$ cat src/sv/rgb_box_downsampler_top_defines.svh
// assertion macros for the rgb box downsampler
`ifndef RGB_BOX_DOWNSAMPLER_TOP_DEFINES_SVH
`define RGB_BOX_DOWNSAMPLER_TOP_DEFINES_SVH

`ifndef SYNTH
`define RBD_ASSERT(lbl, prop, msg) \
    lbl: assert property (@(posedge i_clk) disable iff (!i_rst_n) prop) else $error(msg);
`define RBD_ASSERT_NEXT(lbl, pre, post, msg) \
    lbl: assert property (@(posedge i_clk) disable iff (!i_rst_n) pre |=> post) else $error(msg);
`else
`define RBD_ASSERT(lbl, prop, msg)
`define RBD_ASSERT_NEXT(lbl, pre, post, msg)
`endif

`endif

$ cat src/sv/rbd_pkg.sv
// shared constants and types for the rgb box downsampler
`timescale 1ns / 1ps
`default_nettype none

package rbd_pkg;

    localparam int DEF_MAX_WIDTH = 4096;
    localparam int DEF_MAX_BIN   = 8;

    localparam int PIX_W    = 8;
    localparam int CHANNELS = 3;

    localparam int WIDTH_W  = 13;
    localparam int HEIGHT_W = 13;
    localparam int BIN_W    = 4;
    localparam int CFG_DW   = 13;
    localparam int CFG_AW   = 2;

    localparam int HEIGHT_LIMIT = 4096;

    localparam logic [WIDTH_W-1:0]  RST_WIDTH  = 13'd4096;
    localparam logic [HEIGHT_W-1:0] RST_HEIGHT = 13'd4096;
    localparam logic [BIN_W-1:0]    RST_BIN    = 4'd2;

    typedef enum logic [CFG_AW-1:0] {
        CFG_WIDTH  = 2'd0,
        CFG_HEIGHT = 2'd1,
        CFG_BIN    = 2'd2
    } t_cfg_idx;

    // per-pixel control decided at the scan position
    typedef struct packed {
        logic in_span;
        logic fresh;
        logic emit;
        logic last;
    } t_pix_ctl;

endpackage

`default_nettype wire

$ cat src/sv/rbd_scale.sv
// block sum to mean by reciprocal multiply, and the output register
`timescale 1ns / 1ps
`default_nettype none

module rbd_scale #(
    parameter int MAX_BIN = rbd_pkg::DEF_MAX_BIN
) (
    input  logic                                       i_clk,
    input  logic                                       i_rst_n,
    input  logic [$clog2(MAX_BIN+1)-1:0]               i_bin,
    input  logic                                       i_valid,
    input  logic [rbd_pkg::CHANNELS*(rbd_pkg::PIX_W+$clog2(MAX_BIN*MAX_BIN))-1:0] i_sum,
    input  logic                                       i_last,
    output logic                                       o_free,
    output logic                                       o_m_valid,
    input  logic                                       i_m_ready,
    output logic [rbd_pkg::CHANNELS*rbd_pkg::PIX_W-1:0] o_m_data,
    output logic                                       o_m_last
);
    import rbd_pkg::*;

    localparam int SW  = PIX_W + $clog2(MAX_BIN * MAX_BIN);
    localparam int K   = SW + $clog2(MAX_BIN * MAX_BIN);
    localparam int RCW = K + 1;
    localparam int PRW = SW + RCW;

    logic [RCW-1:0] w_recip [MAX_BIN+1];

    // ceil(2^K / area) gives an exact floor quotient for every block sum
    for (genvar g = 0; g <= MAX_BIN; g++) begin : g_recip
        localparam longint unsigned AREA = (g == 0) ? 64'd1 : 64'(g * g);
        localparam longint unsigned RVAL = ((64'd1 << K) + AREA - 64'd1) / AREA;
        assign w_recip[g] = RCW'(RVAL);
    end

    logic [RCW-1:0]          r_recip;
    logic                    r_s2_valid;
    logic [CHANNELS*SW-1:0]  r_s2_sum;
    logic                    r_s2_last;
    logic                    r_out_valid;
    logic [CHANNELS*PRW-1:0] r_out_prod;
    logic                    r_out_last;

    logic                    w_out_free;
    logic                    w_s2_go;
    logic [CHANNELS*PRW-1:0] w_prod;

    assign w_out_free = !r_out_valid || i_m_ready;
    assign w_s2_go    = r_s2_valid && w_out_free;
    assign o_free     = !r_s2_valid || w_out_free;

    always_comb begin
        for (int c = 0; c < CHANNELS; c++) begin
            w_prod[c*PRW +: PRW] = PRW'(r_s2_sum[c*SW +: SW]) * PRW'(r_recip);
        end
    end

    always_ff @(posedge i_clk) begin
        r_recip <= w_recip[i_bin];
        if (i_valid) begin
            r_s2_sum  <= i_sum;
            r_s2_last <= i_last;
        end
        if (w_s2_go) begin
            r_out_prod <= w_prod;
            r_out_last <= r_s2_last;
        end
    end

    always_ff @(posedge i_clk) begin
        if (!i_rst_n) begin
            r_s2_valid  <= 1'b0;
            r_out_valid <= 1'b0;
        end else begin
            if (i_valid) begin
                r_s2_valid <= 1'b1;
            end else if (w_s2_go) begin
                r_s2_valid <= 1'b0;
            end
            if (w_s2_go) begin
                r_out_valid <= 1'b1;
            end else if (i_m_ready) begin
                r_out_valid <= 1'b0;
            end
        end
    end

    always_comb begin
        for (int c = 0; c < CHANNELS; c++) begin
            o_m_data[c*PIX_W +: PIX_W] = r_out_prod[c*PRW + K +: PIX_W];
        end
    end

    assign o_m_valid = r_out_valid;
    assign o_m_last  = r_out_last;

endmodule

`default_nettype wire
$ cat config.mk
export PLATFORM = sky130hd
export DESIGN_NAME = rbd_scale
export DESIGN_NICKNAME = d
export VERILOG_FILES = /design/src/sv/rgb_box_downsampler_top_defines.svh /design/src/sv/rbd_pkg.sv /design/src/sv/rbd_scale.sv
export SDC_FILE = /design/constraint.sdc
export NUM_CORES = 1
export LEC_CHECK = 0
export ABC_AREA = 0
export BUFFER_PORTS_ARGS = -buffer_cell sky130_fd_sc_hd__buf_2
export CAP_MARGIN = 20
export CORE_ASPECT_RATIO = 0.5
export CORE_UTILIZATION = 60
export CTS_CLUSTER_SIZE = 8
export DETAILED_ROUTE_END_ITERATION = 10
export PLACE_DENSITY_LB_ADDON = 0.2
export SLEW_MARGIN = 20
export SYNTH_ARGS = -nofsm -noshare
export SYNTH_HDL_FRONTEND = slang
export SYNTH_SLANG_ARGS = --single-unit
$ cat constraint.sdc
create_clock -name i_clk -period 8 [get_ports i_clk]
set_input_delay 0.8 -clock i_clk [delete_from_list [all_inputs] [get_ports i_clk]]
set_output_delay 0.8 -clock i_clk [all_outputs]
set_load 0.02 [all_outputs]
# Yosys cells after proc, flatten, opt, wreduce, memory -nomap -nowiden
# Memories as Yosys holds them, arrays and structs flattened. A register that Yosys moved wholly into a read port is not among the register bits.
# Cells that the tools add are included.
# totals
register_bits,144
romBits,336
inputBits,51
out_inout_bits,27
wordCells,22
memories,1
# op_classes
n_mul,3
n_mux,4
bitwise_logic,1
reduce_logical,7
# memory_table
name,depth,word_bits,read_ports,rd_ports_with_merged_regs,write_ports,line_no,rtl
(no name shown),16,21,1,1,0,rbd_scale.sv:59,r_recip <= w_recip[i_bin];
# op_table
operator,count
$mul A14 B21 Y35,2
$mul A14 B21 Y28,1
$not A4 Y5,1
$mux W1,4
$reduce_bool A2 Y1,2
$logic_not A1 Y1,2
$logic_or A1 B1 Y1,2
$logic_and A1 B1 Y1,1

# Longest topological paths before layout
# logic_depth
depth_word,5
mapped_depth,24
depth_no_buf,23

# Worst setup path after synthesis
# OpenSTA, ideal clock, no wires.
# synth_path
path_type,reg-to-reg
start,register r_recip[10]
end,register r_out_prod[97] (data pin)
setup_time_ns,0.260
arrival_ns,5.701
path_slack_ns,2.039
path_stages_with_launch,22
cell_sequence,dfxtp_1 > clkbuf_1 > clkbuf_1 > nand2_1 > fa_1 > fa_1 > inv_1 > fa_1 > fa_1 > fa_1 > inv_1 > fa_1 > inv_1 > ha_1 > a211oi_1 > nand2_1 > or3_1 > a31oi_1 > o211ai_1 > a31o_2 > a21oi_2 > xnor2_1
# synth_between
elab_chain_cells,1
# synth_lines
element,line_no,rtl
"start, declared",rbd_scale.sv:36,logic [RCW-1:0] r_recip;
$mul A14 B21 Y28,rbd_scale.sv:54,w_prod[c*PRW +: PRW] = PRW'(r_s2_sum[c*SW +: SW]) * PRW'(r_recip);
via w_prod[97],rbd_scale.sv:46,logic [CHANNELS*PRW-1:0] w_prod;
"end signal, assigned",rbd_scale.sv:65,r_out_prod <= w_prod;
"end, declared",rbd_scale.sv:41,logic [CHANNELS*PRW-1:0] r_out_prod;
# The timed path passes the listed nets, and every way through them passes these cells.
# A chain may end at the register's enable or synchronous reset.

# Final worst setup path
# layout_path
start,register r_recip[6]
end,register r_out_prod[26] (data pin)
# layout_between
elab_chain_cells,1
# layout_lines
element,line_no
$mul A14 B21 Y35,rbd_scale.sv:54
via w_prod[26],rbd_scale.sv:46
# The timed path passes the listed nets, and every way through them passes these cells.

==> metrics.txt <==
Hold Vio Cnt, Final=0; asr flop ratio synth=0%; compound-cell area share of the yosys netlist=3.02%; postcts setup bufs=0; CTS max path bufs=2; clock sink count=81; post-route ant nets=0; Critical Path RT=8.13 ns; Core Area=34800 um^2; area of the multi-input gates=16600 um^2; HP Class=reg -> reg; Num CTS Buffers=9; nets=3031; vias=14300; Setup crit start kind=register; largest family of logic cells by synthesized area=adder cells; Starting Density=61.5%; register area share after synthesis=10.7%; hold slack=0.426 ns; critical path peak fanout=19; IO buf count=77; DPL Wire Length=40.3 mm; crit path DAT=6.75 ns; fillers=2919; Detailed Routing Iterations Pass 1=5; synthesized flop and latch total=81; I/O pins=78; Yosys top cell by area=fa_1; Unique masters post-synth=52; Reg2Reg Setup Slack=1.38 ns; CTS clock-pin slew for the worst setup and hold paths=0.07 ns; global-route wire length before repair=80.2 mm; crit path capture type=register; row count=48; Max Clock Skew=0.0145 ns; yosys warns=0; Routed WL=48.1 mm; post-synthesis adder-cell area fraction=59.6%; GRT Total Usage=28.8%; status=complete, no violations; Tcrit/Tclk final=82.8%; setup tns final=0 ns; layout cells sized above 1=5.43%; DRC violation total after the first TritonRoute iteration=894; xor and xnor area share after synthesis=2.45%; register area=2300 um^2; # diodes=0; min Tclk post-route=6.62 ns; Syn Nets=2996; synth-to-layout area growth=5.28%; Fmax=151 MHz; power density over the cells=134 nW/um^2; root buf cell=clkbuf_16; Cells after Synth=2188; synthesized area=21400 um^2; Simple-Gate Fraction of Synth Area=12.2%; initial antenna violation count=2; Tot Pwr=3.02 mW; mux contribution to synthesized area=0%; Crit Path Category=reg -> reg; die area=36500 um^2; post-CTS sizing=0; Worst slew margin=35.3%; global route overflow=0; Final Slew Violations=0; DRC viols=0; MaxCap Viol Count=0; H-tree Lvls=3; maximum VDD drop=129 uV; top post-synthesis cells by area=fa_1 (41%), ha_1 (19%), inv_1 (11%); syn_area_per_cell=9.79 um^2; largest net degree at the start of global routing=45; Worst-Skew Late Latency=0.38 ns; DIE WIDTH=269 um; CTS tree=built; Final Wtd Congestion=0.974; cts hold-fix bufs=0; Post-synth EDFFs=68; Final Setup Violations=0; RSZ-0062 raised after global routing=no; die height=136 um; top cell type's share of synthesized area=41.0%; vias in the first global route=15300; Tightest Pin Transition=0.969 ns; wire length per cell=17.8 um; top_reg_cell synth=edfxtp_1; DR vias/cell=5.29; leakage=12.4 nW
## kinds of logic after synthesis
logic type | count (synthesis)
AND/OR/NAND/NOR | 509
buffers and inverters | 687
XOR/XNOR | 60
flip-flops | 81
AO/OA/AOI/OAI | 94
adder cells (fa/ha/maj) | 757
## flip-flops by register name (all words and copies together), names as in the netlist
signal and flops:
r_s2_sum 42, o_m_last 1, r_s2_valid 1, r_s2_last 1
r_recip 11, r_out_prod 24, o_m_valid 1
## layout by cell type, fill, tap and decap left out, types with 4 or more instances in the layout
cell type	instances
inv_1	619
fa_1	439
ha_1	318
and2_1	232
nand2_1	206
buf_2	77
edfxtp_1	68
xnor2_1	46
a21oi_1	27
nor2_1	25
buf_4	15
xor2_1	14
o21ai_0	14
dfxtp_1	13
clkbuf_16	9
a211oi_1	7
a31oi_1	7
nand3_1	6
o21a_1	6
and3_1	6
nor3_1	6
a21o_1	6
nor2b_1	5
nand4_1	5
o21ai_1	4
## per-stage QoR
step                area [um^2]  std cells  setup slack [ns]  util (%)
finish                    22600       2703              1.38      64.8
global route              22600       2703              1.03      64.8
detailed placement        22300       2687              1.40      63.9
CTS                       22600       2703              1.39      64.8
floorplan                 21400       2188              2.04         -
global placement          22300       2687              1.46      63.9
## cell type report
type                            count  area share (%)
Inverter                          619            10.3
Sequential cell                    81            10.2
Tap cell                          475            2.63
Multi-Input combinational cell   1420            73.4
Timing Repair Buffer               92            2.21
Clock inverter                      7           0.272
Clock buffer                        9           0.998
## Yosys cell counts (3+ instances only)
library cell / count
o21a_1: 6
edfxtp_1: 68
nand2_1: 206
nand2b_1: 3
xor2_1: 14
fa_1: 439
inv_1: 619
nor3_1: 6
nor2b_1: 6
a21oi_1: 27
a21o_1: 6
and4_1: 3
xnor2_1: 46
and2_1: 232
and3_1: 6
ha_1: 318
o211ai_1: 3
nand3_1: 6
a211oi_1: 7
clkbuf_1: 68
nor2_1: 25
nand4_1: 5
dfxtp_1: 13
a31oi_1: 7
o21ai_1: 4
o21ai_0: 14
## report_power, final
group          total (mW)  internal (mW)  switching (mW)
Combinational        1.95          0.841            1.10
Clock               0.440          0.218           0.223
Sequential          0.634          0.555          0.0797
## final timing paths
check / cells after the start / startpoint / end
hold reg to reg: 0 / r_s2_last / o_m_last
setup reg to reg: 21 / r_recip[6] / r_out_prod[26]
hold / removal: 0 / r_s2_last / o_m_last
setup / recovery: 21 / r_recip[6] / r_out_prod[26]
## per-layer routing
metal,vias up,global-route usage [%],share of wire [%],routed length (um)
met3,57,5.67,7.5,3610
met5,-,0,0,0
met1,7205,40.3,44,21300
li1,6566,-,-,-
met2,465,46.2,46,22100
met4,0,7.73,2.1,1030
## critical path: stages, from the launching register on
cell	delay [ns]
dfxtp_1	0.89
buf_4	0.30
and2_1	0.18
inv_1	0.06
fa_1	0.45
fa_1	0.49
inv_1	0.05
fa_1	0.48
fa_1	0.50
fa_1	0.49
inv_1	0.05
fa_1	0.47
inv_1	0.04
ha_1	0.28
and2_4	0.16
a221o_1	0.38
a2111oi_4	0.39
nand3_2	0.18
nand2_2	0.12
o211ai_1	0.14
a21oi_1	0.21
xnor2_1	0.08
No activity file was read; power rests on OpenSTA's default activity.
