--- src/sv/rgb_box_downsampler_top_defines.svh ---
// assertion macros for the rgb box downsampler
`ifndef RGB_BOX_DOWNSAMPLER_TOP_DEFINES_SVH
`define RGB_BOX_DOWNSAMPLER_TOP_DEFINES_SVH

`ifndef SYNTH
`define RBD_ASSERT(lbl, prop, msg) \
    lbl: assert property (@(posedge i_clk) disable iff (!i_rst_n) prop) else $error(msg);
`define RBD_ASSERT_NEXT(lbl, pre, post, msg) \
    lbl: assert property (@(posedge i_clk) disable iff (!i_rst_n) pre |=> post) else $error(msg);
`else
`define RBD_ASSERT(lbl, prop, msg)
`define RBD_ASSERT_NEXT(lbl, pre, post, msg)
`endif

`endif

--- src/sv/rbd_pkg.sv ---
// shared constants and types for the rgb box downsampler
`timescale 1ns / 1ps
`default_nettype none

package rbd_pkg;

    localparam int DEF_MAX_WIDTH = 4096;
    localparam int DEF_MAX_BIN   = 8;

    localparam int PIX_W    = 8;
    localparam int CHANNELS = 3;

    localparam int WIDTH_W  = 13;
    localparam int HEIGHT_W = 13;
    localparam int BIN_W    = 4;
    localparam int CFG_DW   = 13;
    localparam int CFG_AW   = 2;

    localparam int HEIGHT_LIMIT = 4096;

    localparam logic [WIDTH_W-1:0]  RST_WIDTH  = 13'd4096;
    localparam logic [HEIGHT_W-1:0] RST_HEIGHT = 13'd4096;
    localparam logic [BIN_W-1:0]    RST_BIN    = 4'd2;

    typedef enum logic [CFG_AW-1:0] {
        CFG_WIDTH  = 2'd0,
        CFG_HEIGHT = 2'd1,
        CFG_BIN    = 2'd2
    } t_cfg_idx;

    // per-pixel control decided at the scan position
    typedef struct packed {
        logic in_span;
        logic fresh;
        logic emit;
        logic last;
    } t_pix_ctl;

endpackage

`default_nettype wire

--- src/sv/rbd_scan.sv ---
// configuration registers and raster position tracking
`timescale 1ns / 1ps
`default_nettype none

module rbd_scan #(
    parameter int MAX_WIDTH = rbd_pkg::DEF_MAX_WIDTH,
    parameter int MAX_BIN   = rbd_pkg::DEF_MAX_BIN
) (
    input  logic                          i_clk,
    input  logic                          i_rst_n,
    input  logic                          i_cfg_we,
    input  logic [rbd_pkg::CFG_AW-1:0]    i_cfg_addr,
    input  logic [rbd_pkg::CFG_DW-1:0]    i_cfg_wdata,
    input  logic                          i_accept,
    output logic [$clog2(MAX_WIDTH)-1:0]  o_addr,
    output rbd_pkg::t_pix_ctl             o_ctl,
    output logic [$clog2(MAX_BIN+1)-1:0]  o_bin
);
    import rbd_pkg::*;

    localparam int AW = $clog2(MAX_WIDTH);
    localparam int CW = $clog2(MAX_WIDTH + 1);
    localparam int RW = $clog2(HEIGHT_LIMIT + 1);
    localparam int BW = $clog2(MAX_BIN + 1);
    localparam int PW = $clog2(MAX_BIN);
    localparam int XW = $clog2(MAX_WIDTH + 2 * MAX_BIN + 1);
    localparam int YW = $clog2(HEIGHT_LIMIT + 2 * MAX_BIN + 1);

    logic [WIDTH_W-1:0]  r_cfg_width;
    logic [HEIGHT_W-1:0] r_cfg_height;
    logic [BIN_W-1:0]    r_cfg_bin;

    logic [CW-1:0] r_col,     n_col;
    logic [RW-1:0] r_row,     n_row;
    logic [PW-1:0] r_ph_x,    n_ph_x;
    logic [PW-1:0] r_ph_y,    n_ph_y;
    logic [AW-1:0] r_out_col, n_out_col;

    logic [CW-1:0] w_width;
    logic [RW-1:0] w_height;
    logic [BW-1:0] w_bin;
    logic [XW-1:0] w_bx_end;
    logic [YW-1:0] w_by_end;
    logic          w_restart;
    logic          w_in_x;
    logic          w_in_y;
    logic          w_ph_x_last;
    logic          w_ph_y_last;
    logic          w_col_last;
    logic          w_row_last;
    logic          w_edge_x;
    logic          w_edge_y;

    assign w_restart = i_cfg_we && (i_cfg_addr == CFG_WIDTH || i_cfg_addr == CFG_HEIGHT ||
                                    i_cfg_addr == CFG_BIN);

    always_ff @(posedge i_clk) begin
        if (!i_rst_n) begin
            r_cfg_width  <= RST_WIDTH;
            r_cfg_height <= RST_HEIGHT;
            r_cfg_bin    <= RST_BIN;
        end else if (i_cfg_we) begin
            case (i_cfg_addr)
                CFG_WIDTH:  r_cfg_width  <= i_cfg_wdata[WIDTH_W-1:0];
                CFG_HEIGHT: r_cfg_height <= i_cfg_wdata[HEIGHT_W-1:0];
                CFG_BIN:    r_cfg_bin    <= i_cfg_wdata[BIN_W-1:0];
                default:    ;
            endcase
        end
    end

    // zero means one, anything above the limit saturates
    always_comb begin
        if (r_cfg_width == '0) begin
            w_width = CW'(1);
        end else if (32'(r_cfg_width) > 32'(MAX_WIDTH)) begin
            w_width = CW'(MAX_WIDTH);
        end else begin
            w_width = CW'(r_cfg_width);
        end
        if (r_cfg_height == '0) begin
            w_height = RW'(1);
        end else if (32'(r_cfg_height) > 32'(HEIGHT_LIMIT)) begin
            w_height = RW'(HEIGHT_LIMIT);
        end else begin
            w_height = RW'(r_cfg_height);
        end
        if (r_cfg_bin == '0) begin
            w_bin = BW'(1);
        end else if (32'(r_cfg_bin) > 32'(MAX_BIN)) begin
            w_bin = BW'(MAX_BIN);
        end else begin
            w_bin = BW'(r_cfg_bin);
        end
    end

    // a pixel counts only if its whole block fits inside the image
    assign w_bx_end    = XW'(r_col) - XW'(r_ph_x) + XW'(w_bin);
    assign w_by_end    = YW'(r_row) - YW'(r_ph_y) + YW'(w_bin);
    assign w_in_x      = w_bx_end <= XW'(w_width);
    assign w_in_y      = w_by_end <= YW'(w_height);
    assign w_edge_x    = (w_bx_end + XW'(w_bin)) > XW'(w_width);
    assign w_edge_y    = (w_by_end + YW'(w_bin)) > YW'(w_height);
    assign w_ph_x_last = (BW'(r_ph_x) + BW'(1)) >= w_bin;
    assign w_ph_y_last = (BW'(r_ph_y) + BW'(1)) >= w_bin;
    assign w_col_last  = (r_col + CW'(1)) >= w_width;
    assign w_row_last  = (r_row + RW'(1)) >= w_height;

    always_comb begin
        o_ctl.in_span = w_in_x && w_in_y;
        o_ctl.fresh   = (r_ph_x == '0) && (r_ph_y == '0);
        o_ctl.emit    = w_in_x && w_in_y && w_ph_x_last && w_ph_y_last;
        o_ctl.last    = w_in_x && w_in_y && w_ph_x_last && w_ph_y_last && w_edge_x && w_edge_y;
    end

    assign o_addr = r_out_col;
    assign o_bin  = w_bin;

    always_comb begin
        n_col     = r_col;
        n_row     = r_row;
        n_ph_x    = r_ph_x;
        n_ph_y    = r_ph_y;
        n_out_col = r_out_col;
        if (w_restart) begin
            n_col     = '0;
            n_row     = '0;
            n_ph_x    = '0;
            n_ph_y    = '0;
            n_out_col = '0;
        end else if (i_accept) begin
            if (w_ph_x_last) begin
                n_ph_x    = '0;
                n_out_col = r_out_col + AW'(1);
            end else begin
                n_ph_x = r_ph_x + PW'(1);
            end
            if (w_col_last) begin
                n_col     = '0;
                n_ph_x    = '0;
                n_out_col = '0;
                n_ph_y    = w_ph_y_last ? '0 : r_ph_y + PW'(1);
                if (w_row_last) begin
                    n_row  = '0;
                    n_ph_y = '0;
                end else begin
                    n_row = r_row + RW'(1);
                end
            end else begin
                n_col = r_col + CW'(1);
            end
        end
    end

    always_ff @(posedge i_clk) begin
        if (!i_rst_n) begin
            r_col     <= '0;
            r_row     <= '0;
            r_ph_x    <= '0;
            r_ph_y    <= '0;
            r_out_col <= '0;
        end else begin
            r_col     <= n_col;
            r_row     <= n_row;
            r_ph_x    <= n_ph_x;
            r_ph_y    <= n_ph_y;
            r_out_col <= n_out_col;
        end
    end

endmodule

`default_nettype wire

--- config.mk ---
export PLATFORM = sky130hd
export DESIGN_NAME = rbd_scan
export DESIGN_NICKNAME = d
export VERILOG_FILES = /design/src/sv/rgb_box_downsampler_top_defines.svh /design/src/sv/rbd_pkg.sv /design/src/sv/rbd_scan.sv
export SDC_FILE = /design/constraint.sdc
export NUM_CORES = 1
export LEC_CHECK = 0
export ABC_AREA = 1
export BUFFER_PORTS_ARGS = -buffer_cell sky130_fd_sc_hd__buf_2
export CAP_MARGIN = 20
export CORE_MARGIN = 2
export CORE_UTILIZATION = 45
export DETAILED_ROUTE_END_ITERATION = 16
export RECOVER_POWER = 100
export SLEW_MARGIN = 25
export SYNTH_ARGS = -nofsm -noshare
export SYNTH_HDL_FRONTEND = slang
export SYNTH_SLANG_ARGS = --single-unit
export TNS_END_PERCENT = 20
--- constraint.sdc ---
create_clock -name i_clk -period 11.78 [get_ports i_clk]
set_clock_uncertainty 0.15 [all_clocks]
set_input_delay 1.767 -clock i_clk [delete_from_list [all_inputs] [get_ports i_clk]]
set_output_delay 1.767 -clock i_clk [all_outputs]
set_load 0.005 [all_outputs]
# Word level (Yosys, flattened, before mapping)
# Cells that the tools add are included.
[op_classes]
addsub = 13
n_lt_le_gt_ge = 11
eq_ne = 2
muxes = 14
bitwise_logic = 1
reduce_logical = 22
[op_table]
columns = ["cell", "n"]
rows = [
  ["13-bit two-way mux", 6],
  ["13-bit by 4-bit adder with 13-bit output", 4],
  ["13-bit by 1-bit adder with 13-bit output (second input constant)", 2],
  ["13-bit >= comparator", 2],
  ["13-bit > comparator", 2],
  ["13-bit > comparator (second input constant)", 2],
  ["13-bit <= comparator", 2],
  ["13-bit zero test", 2],
  ["13-bit by 3-bit subtractor with 13-bit output", 2],
  ["12-bit two-way mux", 2],
  ["12-bit by 1-bit adder with 12-bit output (second input constant)", 1],
  ["3-bit two-way mux", 4],
  ["2-bit AND reduction", 5],
  ["3-bit by 1-bit adder with 4-bit output (second input constant)", 2],
  ["4-bit >= comparator", 2],
  ["4-bit two-way mux", 2],
  ["1-bit logical AND", 7],
  ["3-bit by 1-bit adder with 3-bit output (second input constant)", 2],
  ["3-bit zero test", 2],
  ["4-bit > comparator (second input constant)", 1],
  ["4-bit zero test", 1],
  ["2-bit by 1-bit equality test with 1-bit output (second input constant)", 1],
  ["2-bit equality test (second input constant)", 1],
  ["2-bit zero test", 1],
  ["other kinds (4)", 5],
]
[word_totals]
register_bits = 74
in_bits = 19

# Depth between registers and ports, before layout
[depth]
ltp_word = 10
ltp_mapped = 32
ltp_nobuf = 32

# Least setup slack after synthesis
# OpenSTA, ideal clock, no wires.
[synth_timing]
path_type = "reg-to-output"
startpoint = "register r_cfg_bin[1]"
endpoint = "output o_ctl[0] (netlist name)"
arrival_ps = 4213
required_time_ps = 9863
setup_slack_ps = 5650
path_stages_with_launch = 33
n_path_buf = 0
cell_sequence = "dfxtp_1 inv_1 nor2_1 inv_1 fa_1 inv_1 ha_1 nand2_1 nand2_1 nand2_1 xnor2_1 ha_1 nand2_1 nand2_1 a31oi_1 nand2b_2 nor2_2 nand3_2 nor2_4 nand2_1 nand2_1 nand2_1 ha_1 nand2_1 inv_1 nand3_1 inv_1 nand2_1 nor2_1 nand2_1 nand4_1 nand3b_1 nor2_1"
[synth_rtl]
columns = ["element", "line_no", "text"]
rows = [
  ["from (decl)", "rbd_scan.sv:31", "logic [BIN_W-1:0] r_cfg_bin;"],
  ["from (signal assigned)", "rbd_scan.sv:66", "CFG_BIN: r_cfg_bin <= i_cfg_wdata[BIN_W-1:0];"],
  ["to (decl)", "rbd_scan.sv:16", "output rbd_pkg::t_pix_ctl o_ctl,"],
]

==> out/metrics.yaml <==
run_status:
  status: "complete, no violations"
routing:
  drtAntennaViolNets: 0
  vias_per_cell: 5.07
  met3WireLength_um: 525
  drt_wl_total_um: 20500
  dr.first_iter.drc_count: 412
  drc: 0
  num_vias: 7416
  highest_layer: "met4"
  wl_met1_um: 9360
  dr.pass1.iters: 6
  wire_per_inst_um: 14.0
  wl_met2_um: 10100
cts:
  cts_resized: 0
  cts.sinks: 74
  holdBufCountCts: 0
  cts_setup_buffers: 0
  clock_latency_ns: 0.35
  clk_pin_slew_ns: 0.07
  cts_buffer_depth: 2
  cts_root_buf: "clkbuf_16"
  cts_tree: "done"
  numCtsBuffers: 9
  cts_htree_levels: 3
power:
  max-vdd-ir-drop_mv: 0.0702
  switchingPower_mw: 0.426
  pwr-share-seq_pct: 26.0
  intPower_mw: 0.601
  p_sw_share_pct: 41.5
  p_leak_nw: 4.51
  p_per_area_nw_per_um2: 119
  power_frac_comb_pct: 46.1
  clockPowerShare_pct: 27.9
finish:
  fillers: 1872
  register_area_um2: 1480
  antenna_cells: 0
  syn2layout_area_growth_pct: 7.75
  multiInputGateArea_um2: 5740
  fin_util_pct: 49.9
  final_nets: 1404
  drive_gt1_share_pct: 6.62
die:
  initial_utilization_pct: 46.3
  fp.dieH_um: 138
  ioPinCount: 39
  rows: 48
  coreArea_um2: 17400
  die_x_um: 138
  dieArea_um2: 18900
synthesis:
  synthArstFlopShare_pct: 0
  synth_largest_area_cell: "ha_1"
  synth_area_leaders: "ha_1 (22%), dfxtp_1 (18%), nand2_1 (13%)"
  synth.distinct_cells: 50
  postSynthAreaPerCell_um2: 6.70
  synth_edf_count: 0
  ys_seq_area_share_pct: 18.4
  syn_nets: 1370
  yosysWarnings: 0
  synth.top_cell.area_share_pct: 22.3
  synth_cells: 1200
  ys_ff_latch: 74
  synth-main-ff-cell: "dfxtp_1"
  syn_area_um2: 8040
timing:
  worst_slack_ns: 4.50
  drv_slew: 0
  relSlewSlack_pct: 31.0
  min_period_ns: 7.28
  setup_viol: 0
  fin_setup_tns_ns: 0
  hold_viol_final: 0
  fmax_ghz: 0.137
  worst_pin_slew_ns: 1.03
  min_period_over_period_pct: 61.8
  rsz0062_at_grt: "false"
placement:
  port_buffers: 38
  gp_congestion: 0.851
  dp_hpwl_um: 17000
  dpl_worst_slack_ns: 4.96
setup_path:
  cp_num_cells: 32
  cp_slowest_cell: "fa_1"
  critPathMaxFanout: 6
  critPathCaptureType: "output pin"
  crit_start: "r_cfg_bin[3]"
  r2r_start: "r_col[0]"
  slowest_delay_ns: 0.63
  r2r_end: "r_ph_y[2]"
  crit_family: "simple AND/OR/NAND/NOR gates"
  crit_end: "o_ctl[0]"
  reg2reg_slack_ns: 7.32
  critPathLaunchType: "flip-flop"
  required_ns: 9.86
  crit_arrival_ns: 5.36
  crit_buf_inv: 5
  rr_worst_depth: 16
  cpMostUsedCell: "nand2_1"
  critPathKind: "reg2out"
job:
  cap_violations: 0
global_routing:
  grt_pass1_wl_um: 33300
  grt_overflow_total: 0
  grt_pass1_vias: 6818
  track_usage_pct: 22.5
  grt_max_degree: 32
  antenna_found_initial: 0
worst_hold_path:
  hold_class: "reg2reg"
## per-stage QoR
stage | hold WS (ns) | cell area [µm²] | total power [mW] | cells
floorplan | 0.305 | 8040 | 0.641 | 1200
global placement | 0.301 | 8440 | 0.746 | 1448
detailed placement | 0.299 | 8440 | 0.749 | 1448
CTS | 0.310 | 8740 | 1.04 | 1464
global route | 0.345 | 8660 | 1.12 | 1464
finish | 0.311 | 8660 | 1.03 | 1464
## synthesized netlist by cell type, types with 11 or more instances
cell and number:
nand2_1 279, inv_1 173, ha_1 143, nor2_1 135, nand3_1 76, dfxtp_1 74, a21oi_1 66, o21ai_0 65
xor2_1 37, nand4_1 20, nand2_2 15, clkbuf_1 12, xnor2_1 11
## state kept, by name (all words and copies together) (netlist names)
name,cells
r_col,13
r_cfg_width,13
r_row,13
r_cfg_bin,4
r_ph_x,3
r_ph_y,3
r_cfg_height,13
o_addr,12
## power by group through the flow
| stage | Clock, mW | Combinational [mW] | Sequential (mW) |
|---|---|---|---|
| after CTS | 0.292 | 0.480 | 0.267 |
| after global placement | 0 | 0.473 | 0.273 |
| after detailed placement | 0 | 0.477 | 0.273 |
| after global routing | 0.303 | 0.552 | 0.268 |
| after floorplan | 0 | 0.371 | 0.270 |
| final | 0.287 | 0.473 | 0.267 |
## how the worst min path moves through the flow
stage	startpoint	to	slack, ns	cells after the start
floorplan	o_addr[6]	o_addr[6]	0.30	2
CTS	o_addr[6]	o_addr[6]	0.31	2
global placement	o_addr[6]	o_addr[6]	0.30	2
global route	o_addr[6]	o_addr[6]	0.34	2
finish	o_addr[6]	o_addr[6]	0.31	2
detailed placement	o_addr[6]	o_addr[6]	0.30	2
## worst min-delay path, cell delays in order, from the launching register on
cell and delay (ns):
dfxtp_1 0.32, inv_1 0.05, a21oi_1 0.05
## final cells by class
| type | count | share of cell area [%] |
|---|---|---|
| Clock buffer | 9 | 2.60 |
| Clock inverter | 7 | 0.867 |
| Multi-Input combinational cell | 932 | 66.3 |
| Sequential cell | 74 | 17.1 |
| Timing Repair Buffer | 40 | 2.17 |
| Inverter | 177 | 7.67 |
| Tap cell | 225 | 3.25 |
## metal layers
metal / global-route usage, % / vias to the layer above
met5: 0 / -
li1: - / 3971
met4: 8.08 / 0
met3: 2.94 / 31
met2: 40.5 / 97
met1: 27.4 / 3317
## cell usage in the layout (no fill, tap or decap), types with 2 or more instances in the layout
master     netlist  routed
nand3_1         76      76
ha_1           143     143
nor3_1          10      10
o211ai_1         4       4
nor4_1           6       7
xnor2_1         11      11
nor2_2           6       5
nand2_2         15      15
xor2_1          37      37
inv_6            0       3
a211oi_1         8       8
o21ai_0         65      65
inv_1          173     174
nand4_1         20      20
nand3_2          3       3
a21oi_2          8       6
nor3b_1          2       2
inv_2            3       2
nand2_1        279     282
o21bai_1         2       2
fa_1             8       8
clkbuf_16        0       9
clkbuf_1        12      12
o21a_1           2       2
clkinv_2         0       2
dfxtp_1         74      74
nand3b_1         2       2
nor2_1         135     137
a21oi_1         66      68
a21o_1           3       3
buf_2            3      27
## kinds of logic after synthesis
| kind of cell | synth area share, % |
|---|---|
| AND/OR/NAND/NOR | 30.9 |
| XOR/XNOR | 5.43 |
| buffers and inverters | 9.29 |
| AO/OA/AOI/OAI | 11.7 |
| flip-flops | 18.4 |
| adder cells (fa/ha/maj) | 24.3 |
(Power assumes the default switching activity.)
